## src/sv/remote_link_receiver_unit_defines.svh

```systemverilog
// Assertion macros shared by the remote link receiver RTL.
// Each use expects aclk and aresetn in scope of the including module.
`ifndef REMOTE_LINK_RECEIVER_UNIT_DEFINES_SVH
`define REMOTE_LINK_RECEIVER_UNIT_DEFINES_SVH

// same-cycle implication
`define RLR_ASSERT_NOW(name, ante, cons, msg) \
    name: assert property (@(posedge aclk) disable iff (!aresetn) \
        (ante) |-> (cons)) else $error(msg);

// next-cycle implication
`define RLR_ASSERT_NEXT(name, ante, cons, msg) \
    name: assert property (@(posedge aclk) disable iff (!aresetn) \
        (ante) |=> (cons)) else $error(msg);

`endif

```

## src/sv/rlr_pkg.sv

```systemverilog
// Types and constants for the remote link receiver.
// No dependencies; imported by rlr_step and remote_link_receiver_unit.
`default_nettype none

package rlr_pkg;

    localparam int unsigned IDX_W = 3;
    localparam int unsigned ACC_W = 64;

    localparam logic FUNC_BYTE = 1'b0;
    localparam logic FUNC_TICK = 1'b1;

    localparam logic [7:0] CH_PONG  = 8'h56;  // 'V'
    localparam logic [7:0] CH_KEY   = 8'h4B;  // 'K'
    localparam logic [7:0] CH_RADIO = 8'h52;  // 'R'
    localparam logic [7:0] CH_NUL   = 8'h00;
    localparam logic [7:0] CH_ETX   = 8'h03;
    localparam int unsigned HOLD_BIT = 7;

    localparam logic [7:0] CNT_SAT      = 8'hFF;
    localparam logic [7:0] PONG_MIN     = 8'd1;
    localparam logic [7:0] SETUP_LIMIT  = 8'd2;
    localparam logic [1:0] DIV_LAST     = 2'd3;
    localparam logic [7:0] MAX_MISS_RST = 8'd3;

    localparam logic [1:0] EV_NONE = 2'd0;
    localparam logic [1:0] EV_UP   = 2'd1;
    localparam logic [1:0] EV_DOWN = 2'd2;

    typedef enum logic [1:0] {
        CMD_NONE  = 2'd0,
        CMD_KEY   = 2'd1,
        CMD_RADIO = 2'd2
    } rlr_cmd_t;

    typedef struct packed {
        logic            link_up;
        rlr_cmd_t        cmd_mode;
        logic [IDX_W-1:0] param_index;
        logic [7:0]      missed;
        logic [7:0]      pong;
        logic [1:0]      div;
        logic            sup;
        logic            hold;
    } rlr_state_t;

    typedef struct packed {
        logic       func;
        logic [7:0] rx_byte;
    } rlr_in_t;

    typedef struct packed {
        logic        send_ping;
        logic [6:0]  key_events;
        logic        hold_on;
        logic [1:0]  link_event;
        logic        radio_valid;
        logic [39:0] radio_word;
        logic        unknown_byte;
        logic        link_up;
    } rlr_out_t;

endpackage

`default_nettype wire

```

## src/sv/remote_link_receiver_unit.sv

```systemverilog
// Remote link receiver top level: input register, link state, radio byte store,
// result register. Depends on rlr_pkg, rlr_step and remote_link_receiver_unit_defines.svh.
//
// Usage:
//   s_valid/s_ready/s_data carry one transfer per item: func selects a received
//   byte (rx_byte) or a supervision tick. m_valid/m_ready/m_data return exactly
//   one result per item, in order.
//   cfg_wr_en/cfg_wr_data write max_missed_pings (reset value 3); write only
//   while no item is in flight.
// Path: an item passes the input register, then the result register; m_valid
//   rises when the item is in the result register.
// Throughput: one item per cycle while m_ready is high; link state is updated
//   in a single pass as the item moves from the input register to the result register.
// Stall: when m_ready is low the result register holds, the input register
//   fills and then s_ready drops; no item is lost or repeated.
// Reset: aresetn low clears both valid flags and the link state; s_ready is high
//   once reset has cleared the input valid flag, so an item can be taken as soon
//   as reset is released. The radio byte store is not cleared.
`default_nettype none

module remote_link_receiver_unit #(
    parameter int unsigned RADIO_BYTES = 5
) (
    input  logic              aclk,
    input  logic              aresetn,
    input  logic              s_valid,
    output logic              s_ready,
    input  rlr_pkg::rlr_in_t  s_data,
    output logic              m_valid,
    input  logic              m_ready,
    output rlr_pkg::rlr_out_t m_data,
    input  logic              cfg_wr_en,
    input  logic [7:0]        cfg_wr_data
);
    import rlr_pkg::*;
    `include "remote_link_receiver_unit_defines.svh"

    logic                         in_valid_reg;
    rlr_in_t                      in_data_reg;
    logic                         out_valid_reg;
    rlr_out_t                     out_data_reg;
    rlr_state_t                   state_reg;
    rlr_state_t                   state_next;
    rlr_out_t                     res_next;
    logic [7:0]                   max_missed_reg;
    logic [RADIO_BYTES-1:0][7:0]  store_reg;
    logic                         store_we;
    logic                         adv;

    assign adv     = in_valid_reg && (!out_valid_reg || m_ready);
    assign s_ready = !in_valid_reg || adv;
    assign m_valid = out_valid_reg;
    assign m_data  = out_data_reg;

    rlr_step #(
        .RADIO_BYTES(RADIO_BYTES)
    ) u_step (
        .st        (state_reg),
        .item      (in_data_reg),
        .max_missed(max_missed_reg),
        .store     (store_reg),
        .st_next   (state_next),
        .res       (res_next),
        .store_we  (store_we)
    );

    always_ff @(posedge aclk) begin
        if (!aresetn) begin
            in_valid_reg   <= 1'b0;
            out_valid_reg  <= 1'b0;
            max_missed_reg <= MAX_MISS_RST;
            state_reg      <= '{link_up: 1'b0, cmd_mode: CMD_NONE, param_index: '0,
                                missed: '0, pong: '0, div: '0, sup: 1'b0, hold: 1'b0};
        end else begin
            if (cfg_wr_en) begin
                max_missed_reg <= cfg_wr_data;
            end
            if (s_valid && s_ready) begin
                in_valid_reg <= 1'b1;
            end else if (adv) begin
                in_valid_reg <= 1'b0;
            end
            if (adv) begin
                out_valid_reg <= 1'b1;
                state_reg     <= state_next;
            end else if (m_ready) begin
                out_valid_reg <= 1'b0;
            end
        end
    end

    always_ff @(posedge aclk) begin
        if (s_valid && s_ready) begin
            in_data_reg <= s_data;
        end
        if (adv) begin
            out_data_reg <= res_next;
        end
        if (adv && store_we) begin
            store_reg[state_reg.param_index] <= in_data_reg.rx_byte;
        end
    end

    `RLR_ASSERT_NOW(a_idle_divider, !state_reg.sup, state_reg.div == 2'd0, "divider running while supervision stopped")
    `RLR_ASSERT_NOW(a_link_needs_sup, state_reg.link_up, state_reg.sup, "link up without supervision")
    `RLR_ASSERT_NOW(a_up_event, out_valid_reg && out_data_reg.link_event == EV_UP, out_data_reg.link_up && !out_data_reg.hold_on && out_data_reg.send_ping, "connect result inconsistent")
    `RLR_ASSERT_NOW(a_down_event, out_valid_reg && out_data_reg.link_event == EV_DOWN, !out_data_reg.link_up && !out_data_reg.hold_on && out_data_reg.send_ping, "drop result inconsistent")
    `RLR_ASSERT_NEXT(a_radio_done, adv && res_next.radio_valid, state_reg.cmd_mode == CMD_NONE && state_reg.param_index == '0, "radio command not closed")

endmodule

`default_nettype wire

```

## src/sv/rlr_step.sv

```systemverilog
// Next-state and result logic for one transfer of the remote link receiver.
// Depends on rlr_pkg.
`default_nettype none

module rlr_step #(
    parameter int unsigned RADIO_BYTES = 5
) (
    input  rlr_pkg::rlr_state_t                st,
    input  rlr_pkg::rlr_in_t                   item,
    input  logic [7:0]                         max_missed,
    input  logic [RADIO_BYTES-1:0][7:0]        store,
    output rlr_pkg::rlr_state_t                st_next,
    output rlr_pkg::rlr_out_t                  res,
    output logic                               store_we
);
    import rlr_pkg::*;

    localparam logic [IDX_W-1:0] LAST_IDX = IDX_W'(RADIO_BYTES - 1);

    logic [ACC_W-1:0] acc;
    logic [7:0]       missed_base;
    logic [7:0]       missed_inc;
    logic [7:0]       pong_base;
    logic [7:0]       c;

    assign c = item.rx_byte;

    always_comb begin
        acc = '0;
        for (int i = 0; i < RADIO_BYTES; i++) begin
            acc = {acc[ACC_W-9:0], (i == RADIO_BYTES - 1) ? c : store[i]};
        end
    end

    always_comb begin
        st_next     = st;
        res         = '0;
        store_we    = 1'b0;
        missed_base = st.missed;
        missed_inc  = st.missed;
        pong_base   = st.sup ? st.pong : 8'd0;

        if (item.func == FUNC_TICK) begin
            if (st.sup) begin
                if (st.div != DIV_LAST) begin
                    st_next.div = st.div + 2'd1;
                end else begin
                    st_next.div   = '0;
                    res.send_ping = 1'b1;
                    if (st.link_up) begin
                        missed_inc = (st.missed == CNT_SAT) ? CNT_SAT : st.missed + 8'd1;
                        st_next.missed = missed_inc;
                        if (missed_inc > max_missed) begin
                            st_next.link_up = 1'b0;
                            st_next.missed  = '0;
                            st_next.hold    = 1'b0;
                            st_next.pong    = '0;
                            st_next.sup     = 1'b0;
                            res.link_event  = EV_DOWN;
                        end
                    end else begin
                        if (st.pong > PONG_MIN) begin
                            st_next.cmd_mode    = CMD_NONE;
                            st_next.param_index = '0;
                            st_next.link_up     = 1'b1;
                            st_next.hold        = 1'b0;
                            st_next.pong        = '0;
                            missed_base         = '0;
                            res.link_event      = EV_UP;
                        end
                        missed_inc = missed_base + 8'd1;
                        if (missed_inc > SETUP_LIMIT) begin
                            st_next.missed = '0;
                            st_next.sup    = 1'b0;
                            st_next.pong   = '0;
                        end else begin
                            st_next.missed = missed_inc;
                        end
                    end
                end
            end
        end else if (!st.link_up) begin
            if (!st.sup) begin
                st_next.missed = '0;
                st_next.sup    = 1'b1;
            end
            if (c == CH_PONG && pong_base != CNT_SAT) begin
                st_next.pong = pong_base + 8'd1;
            end else begin
                st_next.pong = pong_base;
            end
        end else if (c == CH_PONG) begin
            st_next.param_index = '0;
            st_next.missed      = '0;
            st_next.cmd_mode    = CMD_NONE;
        end else if (c == CH_KEY) begin
            st_next.cmd_mode    = CMD_KEY;
            st_next.param_index = '0;
        end else if (c == CH_RADIO) begin
            st_next.cmd_mode    = CMD_RADIO;
            st_next.param_index = '0;
        end else begin
            case (st.cmd_mode)
                CMD_KEY: begin
                    if (c != CH_NUL) begin
                        if (c[HOLD_BIT]) begin
                            st_next.hold = ~st.hold;
                        end else begin
                            res.key_events = c[6:0];
                        end
                    end
                    st_next.cmd_mode = CMD_NONE;
                end
                CMD_RADIO: begin
                    store_we = 1'b1;
                    if (st.param_index == LAST_IDX) begin
                        st_next.param_index = '0;
                        st_next.cmd_mode    = CMD_NONE;
                        res.radio_valid     = 1'b1;
                        res.radio_word      = acc[39:0];
                    end else begin
                        st_next.param_index = st.param_index + IDX_W'(1);
                    end
                end
                default: begin
                    res.unknown_byte = (c != CH_NUL) && (c != CH_ETX);
                    st_next.cmd_mode = CMD_NONE;
                end
            endcase
        end

        res.hold_on = st_next.hold;
        res.link_up = st_next.link_up;
    end

endmodule

`default_nettype wire

```

## config.mk

```make
export PLATFORM = sky130hd
export DESIGN_NAME = remote_link_receiver_unit
export DESIGN_NICKNAME = d
export VERILOG_FILES = /design/src/sv/rlr_pkg.sv /design/src/sv/remote_link_receiver_unit.sv /design/src/sv/rlr_step.sv
export VERILOG_INCLUDE_DIRS = /design/src /design/src/sv
export SDC_FILE = /design/constraint.sdc
export NUM_CORES = 1
export LEC_CHECK = 0
export BUFFER_PORTS_ARGS = -buffer_cell sky130_fd_sc_hd__buf_2
export CAP_MARGIN = 20
export CORE_ASPECT_RATIO = 0.9
export CORE_MARGIN = 2
export CORE_UTILIZATION = 40
export DETAILED_ROUTE_END_ITERATION = 10
export GPL_TIMING_DRIVEN = 1
export PLACE_DENSITY = 0.71
export SYNTH_ARGS = -nofsm -noshare
export SYNTH_HDL_FRONTEND = slang
export SYNTH_SLANG_ARGS = --single-unit
```

## constraint.sdc

```tcl
create_clock -name aclk -period 5.1 [get_ports aclk]
set_input_delay 1.275 -clock aclk [delete_from_list [all_inputs] [get_ports aclk]]
set_output_delay 1.275 -clock aclk [all_outputs]
set_load 0.02 [all_outputs]
```

==> impl_results.rst, run 1 <==
.. list-table::
   :header-rows: 1

   * - Metric
     - Value
   * - Number of hold violations in the final report
     - 0
   * - Post_cts resized
     - 0
   * - Worst hold slack after final layout
     - 484 ps
   * - Share of synthesized registers carrying an async set or reset
     - 0%
   * - Area delta synth->final
     - 21.3%
   * - Max reg flops
     - 54
   * - Die Y-Extent
     - 117 um
   * - Critical path data required time
     - 5420 ps
   * - Area of the core region
     - 14000 um2
   * - Sequential fraction of design power
     - 47.6%
   * - Worst Setup Start Kind
     - flop
   * - Max IR drop VDD
     - 0.000241 V
   * - Clock tree from TritonCTS
     - yes
   * - Most numerous cell on the critical path
     - sky130_fd_sc_hd__ha_1
   * - Initial antenna violation count
     - 0
   * - Largest net degree at the start of global routing
     - 60
   * - Prevailing post-synth register cell
     - sky130_fd_sc_hd__edfxtp_1
   * - DR vias
     - 3825
   * - Average wire per standard cell
     - 15.5 um
   * - Top achievable clock speed
     - 278 MHz
   * - Share of the cycle needed by the critical path after routing
     - 70.5%
   * - Hold_buf cts
     - 0
   * - WL met3
     - 696 um
   * - Internal power
     - 1.97 mW
   * - Post-Synthesis Cells
     - 461
   * - Power density of the placed cells
     - 364 nW/um2
   * - Effective utilization at floorplan
     - 40.8%
   * - Unique cell type count in the Yosys netlist
     - 62
   * - TritonCTS buffer count
     - 17
   * - Number of synthesized flops with an enable pin
     - 95
   * - Sum of net half-perimeters after detailed placement
     - 7.83 mm
   * - Worst Tran Pin Value
     - 1090 ps
   * - CP peak stage delay
     - 840 ps
   * - Buffer type at the clock tree root
     - sky130_fd_sc_hd__clkbuf_16
   * - First DRT Iteration DRCs
     - 242
   * - # DRC
     - 0
   * - Number of nets in the synthesized netlist
     - 500
   * - Worst EP arrival
     - 3920 ps
   * - Critical path fanouts, max
     - 13
   * - Proportion of total power due to net switching
     - 21.6%
   * - Die Outline Area
     - 15200 um2
   * - Slew Limit Headroom
     - 27.5%
   * - Clock power frac
     - 48.0%
   * - HP Class
     - flop to flop
   * - Global-route usage over all layers
     - 16.4%
   * - Cells traversed along the worst timing path
     - ha_1, and3_1, and2_1, nand4_1, nand2b_1, ha_1, nor2b_1, o211ai_1, a21oi_1, o22ai_1, a31oi_1, nor3_1
   * - Family of cells with the greatest summed delay on the critical path
     - compound AO/OA/AOI/OAI gates
   * - Post CTS Setup Buffer Count
     - 0
   * - Wire length on met1
     - 5.10 mm
   * - Register bit total from synthesis
     - 131
   * - Number of input and output port buffers inserted
     - 77
   * - Sinks on Clock Net
     - 131
   * - Die width
     - 130 um
   * - Sequential-to-total area share from yosys stat
     - 62.8%
   * - Clock tree skew after final layout
     - 7.74 ps
   * - Ys Warns
     - 0
   * - Routability cong.
     - 0.829
   * - Number of diodes added for antenna fixing
     - 0
   * - Crit Path Class
     - flop to flop
   * - Length of the first detailed-routing pass in iterations
     - 4
   * - Global-route congestion overflow total
     - 0
   * - Detailed Route WL
     - 11.6 mm
   * - Clock Latency Late Sink
     - 420 ps
   * - Run status
     - finished, final reports clean
   * - Standard-cell row count
     - 41
   * - Final max-slew violation count
     - 0
   * - Number of nets with antenna violations after routing
     - 0
   * - Per-instance average area after synthesis
     - 12.3 um2
   * - Leakage power figure
     - 2.58 nW
   * - Part of the power in combinational logic
     - 4.4%
   * - Share of layout cells above drive strength 1
     - 23.2%
   * - Number of buffers on the longest clock path
     - 2
   * - Netlist area before placement
     - 5690 um2
   * - Max H-tree Level
     - 4
   * - Vias in the first global route
     - 3721
   * - RSZ-0062 raised after global routing
     - no
   * - Setup tns final
     - 0 ps
   * - Max capacitance violation total
     - 0
   * - Clock input transition at the sequential cells of the worst setup and hold paths
     - 60 ps
   * - Highest Signal Layer
     - met4
   * - Crit end category
     - flop
   * - Total of endpoints with negative setup slack in the final report
     - 0
   * - Boundary Pins
     - 78
   * - Final critical-path required period
     - 3600 ps
   * - Nets
     - 585
   * - Met2 wire length
     - 5.68 mm
   * - Wire length of the first global-routing pass
     - 18.8 mm
   * - Library cell contributing the largest single delay on the critical path
     - sky130_fd_sc_hd__o22ai_1
   * - DR vias/cell
     - 5.10
   * - Buffer and inverter count on the worst path
     - 0
   * - Net switching power figure
     - 0.544 mW
worst register-to-register path: stages, from the launching register on:
cell                       delay [ps]
sky130_fd_sc_hd__dfxtp_1          460
sky130_fd_sc_hd__ha_1             250
sky130_fd_sc_hd__and3_1           210
sky130_fd_sc_hd__and2_1           180
sky130_fd_sc_hd__nand4_1          180
sky130_fd_sc_hd__nand2b_1         160
sky130_fd_sc_hd__ha_1             250
sky130_fd_sc_hd__nor2b_1          140
sky130_fd_sc_hd__o211ai_1         150
sky130_fd_sc_hd__a21oi_1          150
sky130_fd_sc_hd__o22ai_1          840
sky130_fd_sc_hd__a31oi_1          230
sky130_fd_sc_hd__nor3_1           290
final timing paths:
path                                            startpoint  depth (start not counted)  slack [ps]                    endpoint
worst max-delay path            state_reg[12]$_SDFFE_PN0P_                         12        1500  state_reg[12]$_SDFFE_PN0P_
worst min-delay path            state_reg[24]$_SDFFE_PN0P_                          2         480  state_reg[24]$_SDFFE_PN0P_
worst max register to register  state_reg[12]$_SDFFE_PN0P_                         12        1500  state_reg[12]$_SDFFE_PN0P_
worst min register to register  state_reg[24]$_SDFFE_PN0P_                          2         480  state_reg[24]$_SDFFE_PN0P_
cell families (layout without fill, tap and decap cells):
logic type | Yosys count | in the layout | synth area share, %
AOI/OAI and AO/OA | 75 | 75 | 10.0
buffers and inverters | 40 | 136 | 2.73
muxes | 12 | 12 | 2.15
and+or+nand+nor | 183 | 183 | 18.1
DFF | 131 | 131 | 62.8
xor gates and xnor gates | 3 | 3 | 0.462
adders and majority gates | 17 | 17 | 3.74
per-layer routing:
metal / up-vias / GRT usage, %
li1: 1887 / -
met4: 0 / 5.52
met5: - / 0
met1: 1811 / 20.6
met3: 16 / 5.55
met2: 111 / 26.7
cells in the mapped netlist, types with 2 or more instances:
cell type	number	area, um2
sky130_fd_sc_hd__nor4b_2	2	30.0
sky130_fd_sc_hd__mux2_2	2	22.5
sky130_fd_sc_hd__nand2b_1	6	37.5
sky130_fd_sc_hd__o21a_1	3	22.5
sky130_fd_sc_hd__buf_2	4	20.0
sky130_fd_sc_hd__a21oi_1	15	75.1
sky130_fd_sc_hd__clkbuf_1	11	41.3
sky130_fd_sc_hd__a221oi_2	2	30.0
sky130_fd_sc_hd__nor3_1	12	60.1
sky130_fd_sc_hd__a211oi_1	3	22.5
sky130_fd_sc_hd__o2111ai_1	2	17.5
sky130_fd_sc_hd__nand4bb_1	2	22.5
sky130_fd_sc_hd__a32oi_1	10	87.6
sky130_fd_sc_hd__nor2_1	34	128
sky130_fd_sc_hd__and3_1	6	37.5
sky130_fd_sc_hd__inv_1	21	78.8
sky130_fd_sc_hd__nand4_1	7	43.8
sky130_fd_sc_hd__o21ai_1	6	30.0
sky130_fd_sc_hd__ha_1	17	213
sky130_fd_sc_hd__nor4b_1	2	17.5
sky130_fd_sc_hd__edfxtp_1	95	2850
sky130_fd_sc_hd__o31ai_1	3	22.5
sky130_fd_sc_hd__nand2_1	29	109
sky130_fd_sc_hd__a31oi_1	4	25.0
sky130_fd_sc_hd__and2_1	53	332
sky130_fd_sc_hd__nor4_1	4	25.0
sky130_fd_sc_hd__inv_2	3	11.3
sky130_fd_sc_hd__or4_1	2	15.0
sky130_fd_sc_hd__nand3_1	14	70.1
sky130_fd_sc_hd__o211ai_1	6	45.0
sky130_fd_sc_hd__dfxtp_1	36	721
sky130_fd_sc_hd__mux2i_1	10	100
sky130_fd_sc_hd__o21ai_0	5	25.0
sky130_fd_sc_hd__xnor2_1	2	17.5
area by class of cell:
class                   count  area (um2)
clock inverters            13         161
inverters                  24        90.1
clock buffers              17         425
repair buffers             82         443
multi-input cells         290        1970
fillers                  1255        7050
flip-flops and latches    131        3570
well taps                 193         241
power groups by stage:
stage          clock [mW]  sequential [mW]  combinational [mW]
6_report             1.21             1.20               0.111
3_3_place_gp            0             1.22               0.110
2_1_floorplan           0             1.24              0.0467
3_5_place_dp            0             1.22               0.112
4_1_cts              1.23             1.20               0.113
5_1_grt              1.28             1.20               0.122
per-stage QoR:
stage | power (mW) | cells | cell area [um2] | worst slack, ps | util, %
2_1_floorplan | 1.28 | 461 | 5690 | 1350 | -
3_3_place_gp | 1.33 | 719 | 6290 | 1630 | 45.1
3_5_place_dp | 1.33 | 719 | 6290 | 1540 | 45.1
4_1_cts | 2.54 | 749 | 6880 | 1580 | 49.3
5_1_grt | 2.61 | 750 | 6900 | 1220 | 49.5
6_report | 2.52 | 750 | 6900 | 1500 | 49.5
cells in the final DEF, fill, tap and decap left out, drive strengths merged, types with 7 or more instances in the layout:
cell type  synthesis  final
a32oi             10     10
clkbuf            11     17
edfxtp            95     95
nor3              12     12
nor2              34     34
dfxtp             36     36
a21oi             16     16
nand3             14     14
nand2             29     29
inv               24     26
buf                5     82
o21ai             12     12
mux2i             10     10
ha                17     17
and2              53     53
nand4              7      7
o211ai             7      7
No activity file was read; power rests on OpenSTA's default activity.
==> inputs of run 2 (changes only) <==
==> constraint.sdc (replaced) <==
create_clock -name aclk -period 3.39 [get_ports aclk]
set_input_delay 0.8475 -clock aclk [delete_from_list [all_inputs] [get_ports aclk]]
set_output_delay 0.8475 -clock aclk [all_outputs]
set_load 0.02 [all_outputs]
==> run 2 against run 1 <==
Clock power rose by 43%. Register-to-register slack got worse by 1200 ps. Non-clock buffer count up 7. Largest power group is now sequential cells.
==> impl_results.rst, run 2 (synthesis results as in run 1) <==
.. list-table::
   :header-rows: 1

   * - Metric
     - Value
   * - Largest net degree at the start of global routing
     - 44 (was 60)
   * - Proportion of total power due to net switching
     - 21.8% (was 21.6%)
   * - Clock input transition at the sequential cells of the worst setup and hold paths
     - 50 ps (was 60 ps)
   * - Effective utilization at floorplan
     - 40.8% (unchanged)
   * - Length of the first detailed-routing pass in iterations
     - 6 (was 4)
   * - Part of the power in combinational logic
     - 4.8% (was 4.4%)
   * - Number of buffers on the longest clock path
     - 2 (unchanged)
   * - Filler cells
     - 1243 (was 1255)
   * - Leading cell types in the layout, fill and taps excluded
     - sky130_fd_sc_hd__edfxtp_1, sky130_fd_sc_hd__buf_2, sky130_fd_sc_hd__and2_1 (unchanged)
   * - Worst Tran Pin Value
     - 849 ps (was 1090 ps)
   * - Clock Latency Late Sink
     - 410 ps (was 420 ps)
   * - Cells traversed along the worst timing path
     - ha_1, and3_1, and2_1, nand4_1, nand2_1, ha_1, nand4_1, o21ai_1, a221oi_2, o31ai_4, or4_1, o211ai_2 (was ha_1, and3_1, and2_1, nand4_1, nand2b_1, ha_1, nor2b_1, o211ai_1, a21oi_1, o22ai_1, a31oi_1, nor3_1)
   * - TritonCTS buffer count
     - 17 (unchanged)
   * - Crit end category
     - flop (unchanged)
   * - Worst hold slack after final layout
     - 486 ps (was 484 ps)
   * - Sinks on Clock Net
     - 131 (unchanged)
   * - HP Class
     - flop to flop (unchanged)
   * - Leakage power figure
     - 2.60 nW (was 2.58 nW)
   * - Global-route congestion overflow total
     - 0 (unchanged)
   * - CP peak stage delay
     - 540 ps (was 840 ps)
   * - Number of input and output port buffers inserted
     - 77 (unchanged)
   * - Routability cong.
     - 0.815 (was 0.829)
   * - Crit Path Class
     - flop to flop (unchanged)
   * - Max capacitance violation total
     - 0 (unchanged)
   * - Die width
     - 130 um (unchanged)
   * - Post CTS Setup Buffer Count
     - 0 (unchanged)
   * - Slew Limit Headroom
     - 43.3% (was 27.5%)
   * - Wire length of the first global-routing pass
     - 18.4 mm (was 18.8 mm)
   * - Initial antenna violation count
     - 1 (was 0)
   * - Number of nets with antenna violations after routing
     - 0 (unchanged)
   * - Die Y-Extent
     - 117 um (unchanged)
   * - Top achievable clock speed
     - 322 MHz (was 278 MHz)
   * - Global-route usage over all layers
     - 15.9% (was 16.4%)
   * - Area of the core region
     - 14000 um2 (unchanged)
   * - Nets
     - 592 (was 585)
   * - Critical path fanouts, max
     - 8 (was 13)
   * - Standard-cell row count
     - 41 (unchanged)
   * - Run status
     - finished, final reports clean (unchanged)
   * - Clock tree from TritonCTS
     - yes (unchanged)
   * - Library cell contributing the largest single delay on the critical path
     - sky130_fd_sc_hd__or4_1 (was sky130_fd_sc_hd__o22ai_1)
   * - DR vias/cell
     - 5.20 (was 5.10)
   * - Number of hold violations in the final report
     - 0 (unchanged)
   * - Max IR drop VDD
     - 0.000336 V (was 0.000241 V)
   * - Share of layout cells above drive strength 1
     - 24.5% (was 23.2%)
   * - Final max-slew violation count
     - 0 (unchanged)
   * - First DRT Iteration DRCs
     - 237 (was 242)
   * - Post_cts resized
     - 0 (unchanged)
   * - Detailed Route WL
     - 11.7 mm (was 11.6 mm)
   * - RSZ-0062 raised after global routing
     - no (unchanged)
   * - Sequential fraction of design power
     - 48.5% (was 47.6%)
   * - Worst EP arrival
     - 3440 ps (was 3920 ps)
   * - Clock tree skew after final layout
     - 5.97 ps (was 7.74 ps)
   * - Die Outline Area
     - 15200 um2 (unchanged)
   * - DR vias
     - 3939 (was 3825)
   * - Net switching power figure
     - 0.807 mW (was 0.544 mW)
   * - Max reg flops
     - 54 (unchanged)
   * - Leading cell type in the layout, fill and taps excluded
     - sky130_fd_sc_hd__edfxtp_1 (unchanged)
   * - Buffer type at the clock tree root
     - sky130_fd_sc_hd__clkbuf_16 (unchanged)
   * - Internal power
     - 2.89 mW (was 1.97 mW)
   * - Hold_buf cts
     - 0 (unchanged)
   * - Sum of net half-perimeters after detailed placement
     - 8.18 mm (was 7.83 mm)
   * - Clock power frac
     - 46.7% (was 48.0%)
   * - Worst Setup Start Kind
     - flop (unchanged)
   * - Vias in the first global route
     - 3667 (was 3721)
   * - Setup tns final
     - 0 ps (unchanged)
   * - Max H-tree Level
     - 4 (unchanged)
   * - Critical path data required time
     - 3730 ps (was 5420 ps)
   * - Total of endpoints with negative setup slack in the final report
     - 0 (unchanged)
   * - Family of cells with the greatest summed delay on the critical path
     - simple AND/OR/NAND/NOR gates (was compound AO/OA/AOI/OAI gates)
   * - Average wire per standard cell
     - 15.4 um (was 15.5 um)
   * - Buffer and inverter count on the worst path
     - 0 (unchanged)
   * - Area delta synth->final
     - 21.9% (was 21.3%)
   * - Reg2Reg Setup Slack
     - 280 ps (was 1500 ps)
   * - Final critical-path required period
     - 3110 ps (was 3600 ps)
   * - Power density of the placed cells
     - 533 nW/um2 (was 364 nW/um2)
   * - # DRC
     - 0 (unchanged)
   * - Share of the cycle needed by the critical path after routing
     - 91.7% (was 70.5%)
   * - Boundary Pins
     - 78 (unchanged)
## run 2: worst paths after layout
kind | from | to | cells past startpoint
max | state_reg[12]$_SDFFE_PN0P_ | state_reg[8]$_SDFFE_PN0P_ | 12
min | state_reg[23]$_SDFFE_PN0P_ | state_reg[23]$_SDFFE_PN0P_ | 2
max reg2reg | state_reg[12]$_SDFFE_PN0P_ | state_reg[8]$_SDFFE_PN0P_ | 12
min reg2reg | state_reg[23]$_SDFFE_PN0P_ | state_reg[23]$_SDFFE_PN0P_ | 2
## run 2: tightest hold or removal path, delay by kind of cell, from the launching register on
kind	cells	cell delay, ps
multiplexers	1	50
flip-flops	1	330
AND/OR/NAND/NOR	1	60
## run 2: power by group through the flow
stage	logic (mW)	registers, mW	clock network (mW)
3_5_place_dp	0.178	1.83	0
5_1_grt	0.192	1.80	1.83
6_report	0.176	1.80	1.73
4_1_cts	0.178	1.80	1.76
2_1_floorplan	0.0703	1.86	0
3_3_place_gp	0.174	1.83	0
## run 2: layout make-up
cell class              count  area (um2)  share of cell area [%]
repair buffers             89         495                    7.14
multi-input cells         290        1970                    28.4
clock inverters            13         138                    1.98
clock buffers              17         425                    6.13
inverters                  24        90.1                    1.30
well taps                 193         241                    3.48
flip-flops and latches    131        3570                    51.5
diodes                      1        2.50                  0.0361
## run 2: layer usage
| layer | GRT usage, % | vias to the layer above | wire, um |
|---|---|---|---|
| li1 | - | 1904 | - |
| met1 | 21.0 | 1919 | 5510 |
| met2 | 25.2 | 100 | 5490 |
| met3 | 4.82 | 16 | 543 |
| met4 | 5.30 | 0 | 127 |
| met5 | 0 | - | 0 |
## run 2: metrics by stage
step | setup WS, ps | power (mW) | cells | area, um2 | util [%]
2_1_floorplan | 63.1 | 1.93 | 461 | 5690 | -
5_1_grt | 87.3 | 3.82 | 757 | 6930 | 49.7
3_3_place_gp | 388 | 2.00 | 726 | 6340 | 45.5
4_1_cts | 308 | 3.73 | 756 | 6910 | 49.5
3_5_place_dp | 329 | 2.01 | 726 | 6340 | 45.5
6_report | 281 | 3.70 | 758 | 6940 | 49.7
==> inputs of run 3 (changes only) <==
--- a/config.mk
+++ b/config.mk
@@ -6,14 +6,14 @@
 export SDC_FILE = /design/constraint.sdc
 export NUM_CORES = 1
 export LEC_CHECK = 0
-export BUFFER_PORTS_ARGS = -buffer_cell sky130_fd_sc_hd__buf_2
 export CAP_MARGIN = 20
 export CORE_ASPECT_RATIO = 0.9
 export CORE_MARGIN = 2
-export CORE_UTILIZATION = 40
+export CORE_UTILIZATION = 30
 export DETAILED_ROUTE_END_ITERATION = 10
+export DONT_BUFFER_PORTS = 1
 export GPL_TIMING_DRIVEN = 1
-export PLACE_DENSITY = 0.71
+export PLACE_DENSITY = 0.56
 export SYNTH_ARGS = -nofsm -noshare
 export SYNTH_HDL_FRONTEND = slang
 export SYNTH_SLANG_ARGS = --single-unit
==> run 3 against run 2 <==
Sequential power increased by 2%. Sequential share of layout area increased by 2.0 points. Global-route usage decreased by 2.8 points. Register-to-register slack got worse by 20 ps. Clock skew increased by 4.7 ps. Flip-flop and latch count unchanged. Clock power increased by 2%. Cell area decreased by 3.7%. Cell count decreased by 2.4%. Utilization decreased by 14 points. Critical path depth increased by 1. Non-clock buffer count decreased by 71. Critical path type unchanged. Critical endpoint unchanged.
==> impl_results.rst, run 3 (synthesis results as in run 1) <==
.. list-table::
   :header-rows: 1

   * - Metric
     - Value
   * - Setup tns final
     - 0 ps (unchanged)
   * - Global-route usage over all layers
     - 13.1% (was 15.9%)
   * - Number of input and output port buffers inserted
     - 0 (was 77)
   * - TritonCTS buffer count
     - 17 (unchanged)
   * - Total power
     - 3.71 mW (was 3.70 mW)
   * - Top achievable clock speed
     - 319 MHz (was 322 MHz)
   * - Vias in the first global route
     - 3685 (was 3667)
   * - Part of the power in combinational logic
     - 2.8% (was 4.8%)
   * - Effective utilization at floorplan
     - 30.8% (was 40.8%)
   * - Sum of net half-perimeters after detailed placement
     - 8.76 mm (was 8.18 mm)
   * - Final max-slew violation count
     - 0 (unchanged)
   * - Crit path setup slack, layout
     - 258 ps (was 281 ps)
   * - Number of diodes added for antenna fixing
     - 0 (was 1)
   * - Wire length of the first global-routing pass
     - 19.9 mm (was 18.4 mm)
   * - Number of buffers on the longest clock path
     - 2 (unchanged)
   * - Proportion of total power due to net switching
     - 23.8% (was 21.8%)
   * - Worst EP arrival
     - 3470 ps (was 3440 ps)
   * - Buffer type at the clock tree root
     - sky130_fd_sc_hd__clkbuf_16 (unchanged)
   * - Initial antenna violation count
     - 1 (unchanged)
   * - Net switching power figure
     - 0.883 mW (was 0.807 mW)
   * - Standard-cell row count
     - 47 (was 41)
   * - Leading cell type in the layout, fill and taps excluded
     - sky130_fd_sc_hd__edfxtp_1 (unchanged)
   * - Share of layout cells above drive strength 1
     - 14.1% (was 24.5%)
   * - Leading cell types in the layout, fill and taps excluded
     - sky130_fd_sc_hd__edfxtp_1, sky130_fd_sc_hd__and2_1, sky130_fd_sc_hd__dfxtp_1 (was sky130_fd_sc_hd__edfxtp_1, sky130_fd_sc_hd__buf_2, sky130_fd_sc_hd__and2_1)
   * - Run status
     - finished, final reports clean (unchanged)
   * - Max H-tree Level
     - 4 (unchanged)
   * - Crit Path Class
     - flop to flop (unchanged)
   * - Number of hold violations in the final report
     - 0 (unchanged)
   * - Final critical-path required period
     - 3130 ps (was 3110 ps)
   * - Worst Setup Start Kind
     - flop (unchanged)
   * - Worst Tran Pin Value
     - 718 ps (was 849 ps)
   * - HP Class
     - flop to flop (unchanged)
   * - Area post-placement
     - 6080 um2 (was 6340 um2)
   * - Slew Limit Headroom
     - 51.8% (was 43.3%)
   * - Max reg flops
     - 54 (unchanged)
   * - Routability cong.
     - 0.822 (was 0.815)
   * - Max IR drop VDD
     - 0.000389 V (was 0.000336 V)
   * - Post CTS Setup Buffer Count
     - 0 (unchanged)
   * - Sequential fraction of design power
     - 49.5% (was 48.5%)
   * - Hold_buf cts
     - 0 (unchanged)
   * - Pre-CTS WS
     - 288 ps (was 329 ps)
   * - Total of endpoints with negative setup slack in the final report
     - 0 (unchanged)
   * - Clock tree from TritonCTS
     - yes (unchanged)
   * - Largest net degree at the start of global routing
     - 42 (was 44)
   * - RSZ-0062 raised after global routing
     - no (unchanged)
   * - Area delta synth->final
     - 17.3% (was 21.9%)
   * - # DRC
     - 0 (unchanged)
   * - Power density of the placed cells
     - 556 nW/um2 (was 533 nW/um2)
   * - Critical path fanouts, max
     - 8 (unchanged)
   * - Critical path data required time
     - 3730 ps (about the same)
   * - Reg2Reg Setup Slack
     - 260 ps (was 280 ps)
   * - Crit end category
     - flop (unchanged)
   * - Clock Latency Late Sink
     - 420 ps (was 410 ps)
   * - DR vias/cell
     - 5.01 (was 5.20)
   * - DR vias
     - 3704 (was 3939)
   * - Clock tree skew after final layout
     - 10.6 ps (was 5.97 ps)
   * - Leakage power figure
     - 2.35 nW (was 2.60 nW)
   * - Die Y-Extent
     - 135 um (was 117 um)
   * - Share of the cycle needed by the critical path after routing
     - 92.4% (was 91.7%)
   * - Die Outline Area
     - 20100 um2 (was 15200 um2)
   * - Final design area excluding fillers
     - 6680 um2 (was 6940 um2)
   * - Internal power
     - 2.83 mW (was 2.89 mW)
   * - Sinks on Clock Net
     - 131 (unchanged)
   * - Nets
     - 521 (was 592)
   * - Filler cells
     - 1810 (was 1243)
   * - Boundary Pins
     - 78 (unchanged)
   * - Die width
     - 149 um (was 130 um)
   * - Detailed Route WL
     - 12.7 mm (was 11.7 mm)
   * - Clock input transition at the sequential cells of the worst setup and hold paths
     - 60 ps (was 50 ps)
   * - Length of the first detailed-routing pass in iterations
     - 5 (was 6)
   * - Average wire per standard cell
     - 17.2 um (was 15.4 um)
   * - Clock power frac
     - 47.7% (was 46.7%)
   * - Global-route congestion overflow total
     - 0 (unchanged)
   * - Area of the core region
     - 18500 um2 (was 14000 um2)
   * - Number of nets with antenna violations after routing
     - 0 (unchanged)
   * - Post_cts resized
     - 0 (unchanged)
   * - First DRT Iteration DRCs
     - 361 (was 237)
   * - Max capacitance violation total
     - 0 (unchanged)
[run 3: path summary, 6_finish.rpt]
kind | depth (start not counted) | to | start
worst max-delay path | 13 | state_reg[8]$_SDFFE_PN0P_ | state_reg[12]$_SDFFE_PN0P_
worst min-delay path | 2 | state_reg[23]$_SDFFE_PN0P_ | state_reg[23]$_SDFFE_PN0P_
worst max register to register | 13 | state_reg[8]$_SDFFE_PN0P_ | state_reg[12]$_SDFFE_PN0P_
worst min register to register | 2 | state_reg[23]$_SDFFE_PN0P_ | state_reg[23]$_SDFFE_PN0P_
[run 3: layout make-up]
class | instances | area [um2] | share of cell area, %
clock buffers | 18 | 429 | 6.43
inverters | 24 | 90.1 | 1.35
clock inverters | 14 | 143 | 2.14
well taps | 245 | 307 | 4.59
multi-input cells | 290 | 1980 | 29.7
repair buffers | 18 | 155 | 2.32
flip-flops and latches | 131 | 3570 | 53.5
[run 3: worst max-delay path: stages (launching register included)]
cell and delay (ps):
sky130_fd_sc_hd__dfxtp_1 450, sky130_fd_sc_hd__ha_1 250, sky130_fd_sc_hd__and3_1 210, sky130_fd_sc_hd__and2_1 190, sky130_fd_sc_hd__nand4_1 190, sky130_fd_sc_hd__nand2_1 140
sky130_fd_sc_hd__inv_1 70, sky130_fd_sc_hd__ha_1 270, sky130_fd_sc_hd__nand4_1 100, sky130_fd_sc_hd__o21ai_1 80, sky130_fd_sc_hd__a221oi_2 290, sky130_fd_sc_hd__o31ai_4 180
sky130_fd_sc_hd__or4_1 550, sky130_fd_sc_hd__o211ai_2 90
[run 3: power groups by stage]
| stage | clock [mW] | combinational (mW) | sequential [mW] |
|---|---|---|---|
| final | 1.77 | 0.104 | 1.84 |
| after global routing | 1.88 | 0.116 | 1.85 |
| after CTS | 1.82 | 0.105 | 1.84 |
| after detailed placement | 0 | 0.105 | 1.88 |
| after global placement | 0 | 0.102 | 1.87 |
| after floorplan | 0 | 0.0703 | 1.86 |
[run 3: routing by layer]
metal | up-vias | GRT usage (%) | wire length (um)
met2 | 132 | 20.0 | 5860
li1 | 1766 | - | -
met3 | 14 | 4.43 | 671
met1 | 1792 | 17.5 | 6060
met4 | 0 | 4.44 | 149
met5 | - | 0 | 0
[run 3: per-stage QoR]
step                      utilization, %  cells  hold slack, ps
after detailed placement            32.9    707             483
after global routing                36.2    740             483
final                               36.2    740             495
after global placement              32.9    707             470
after floorplan                        -    461             449
after CTS                           36.0    739             474
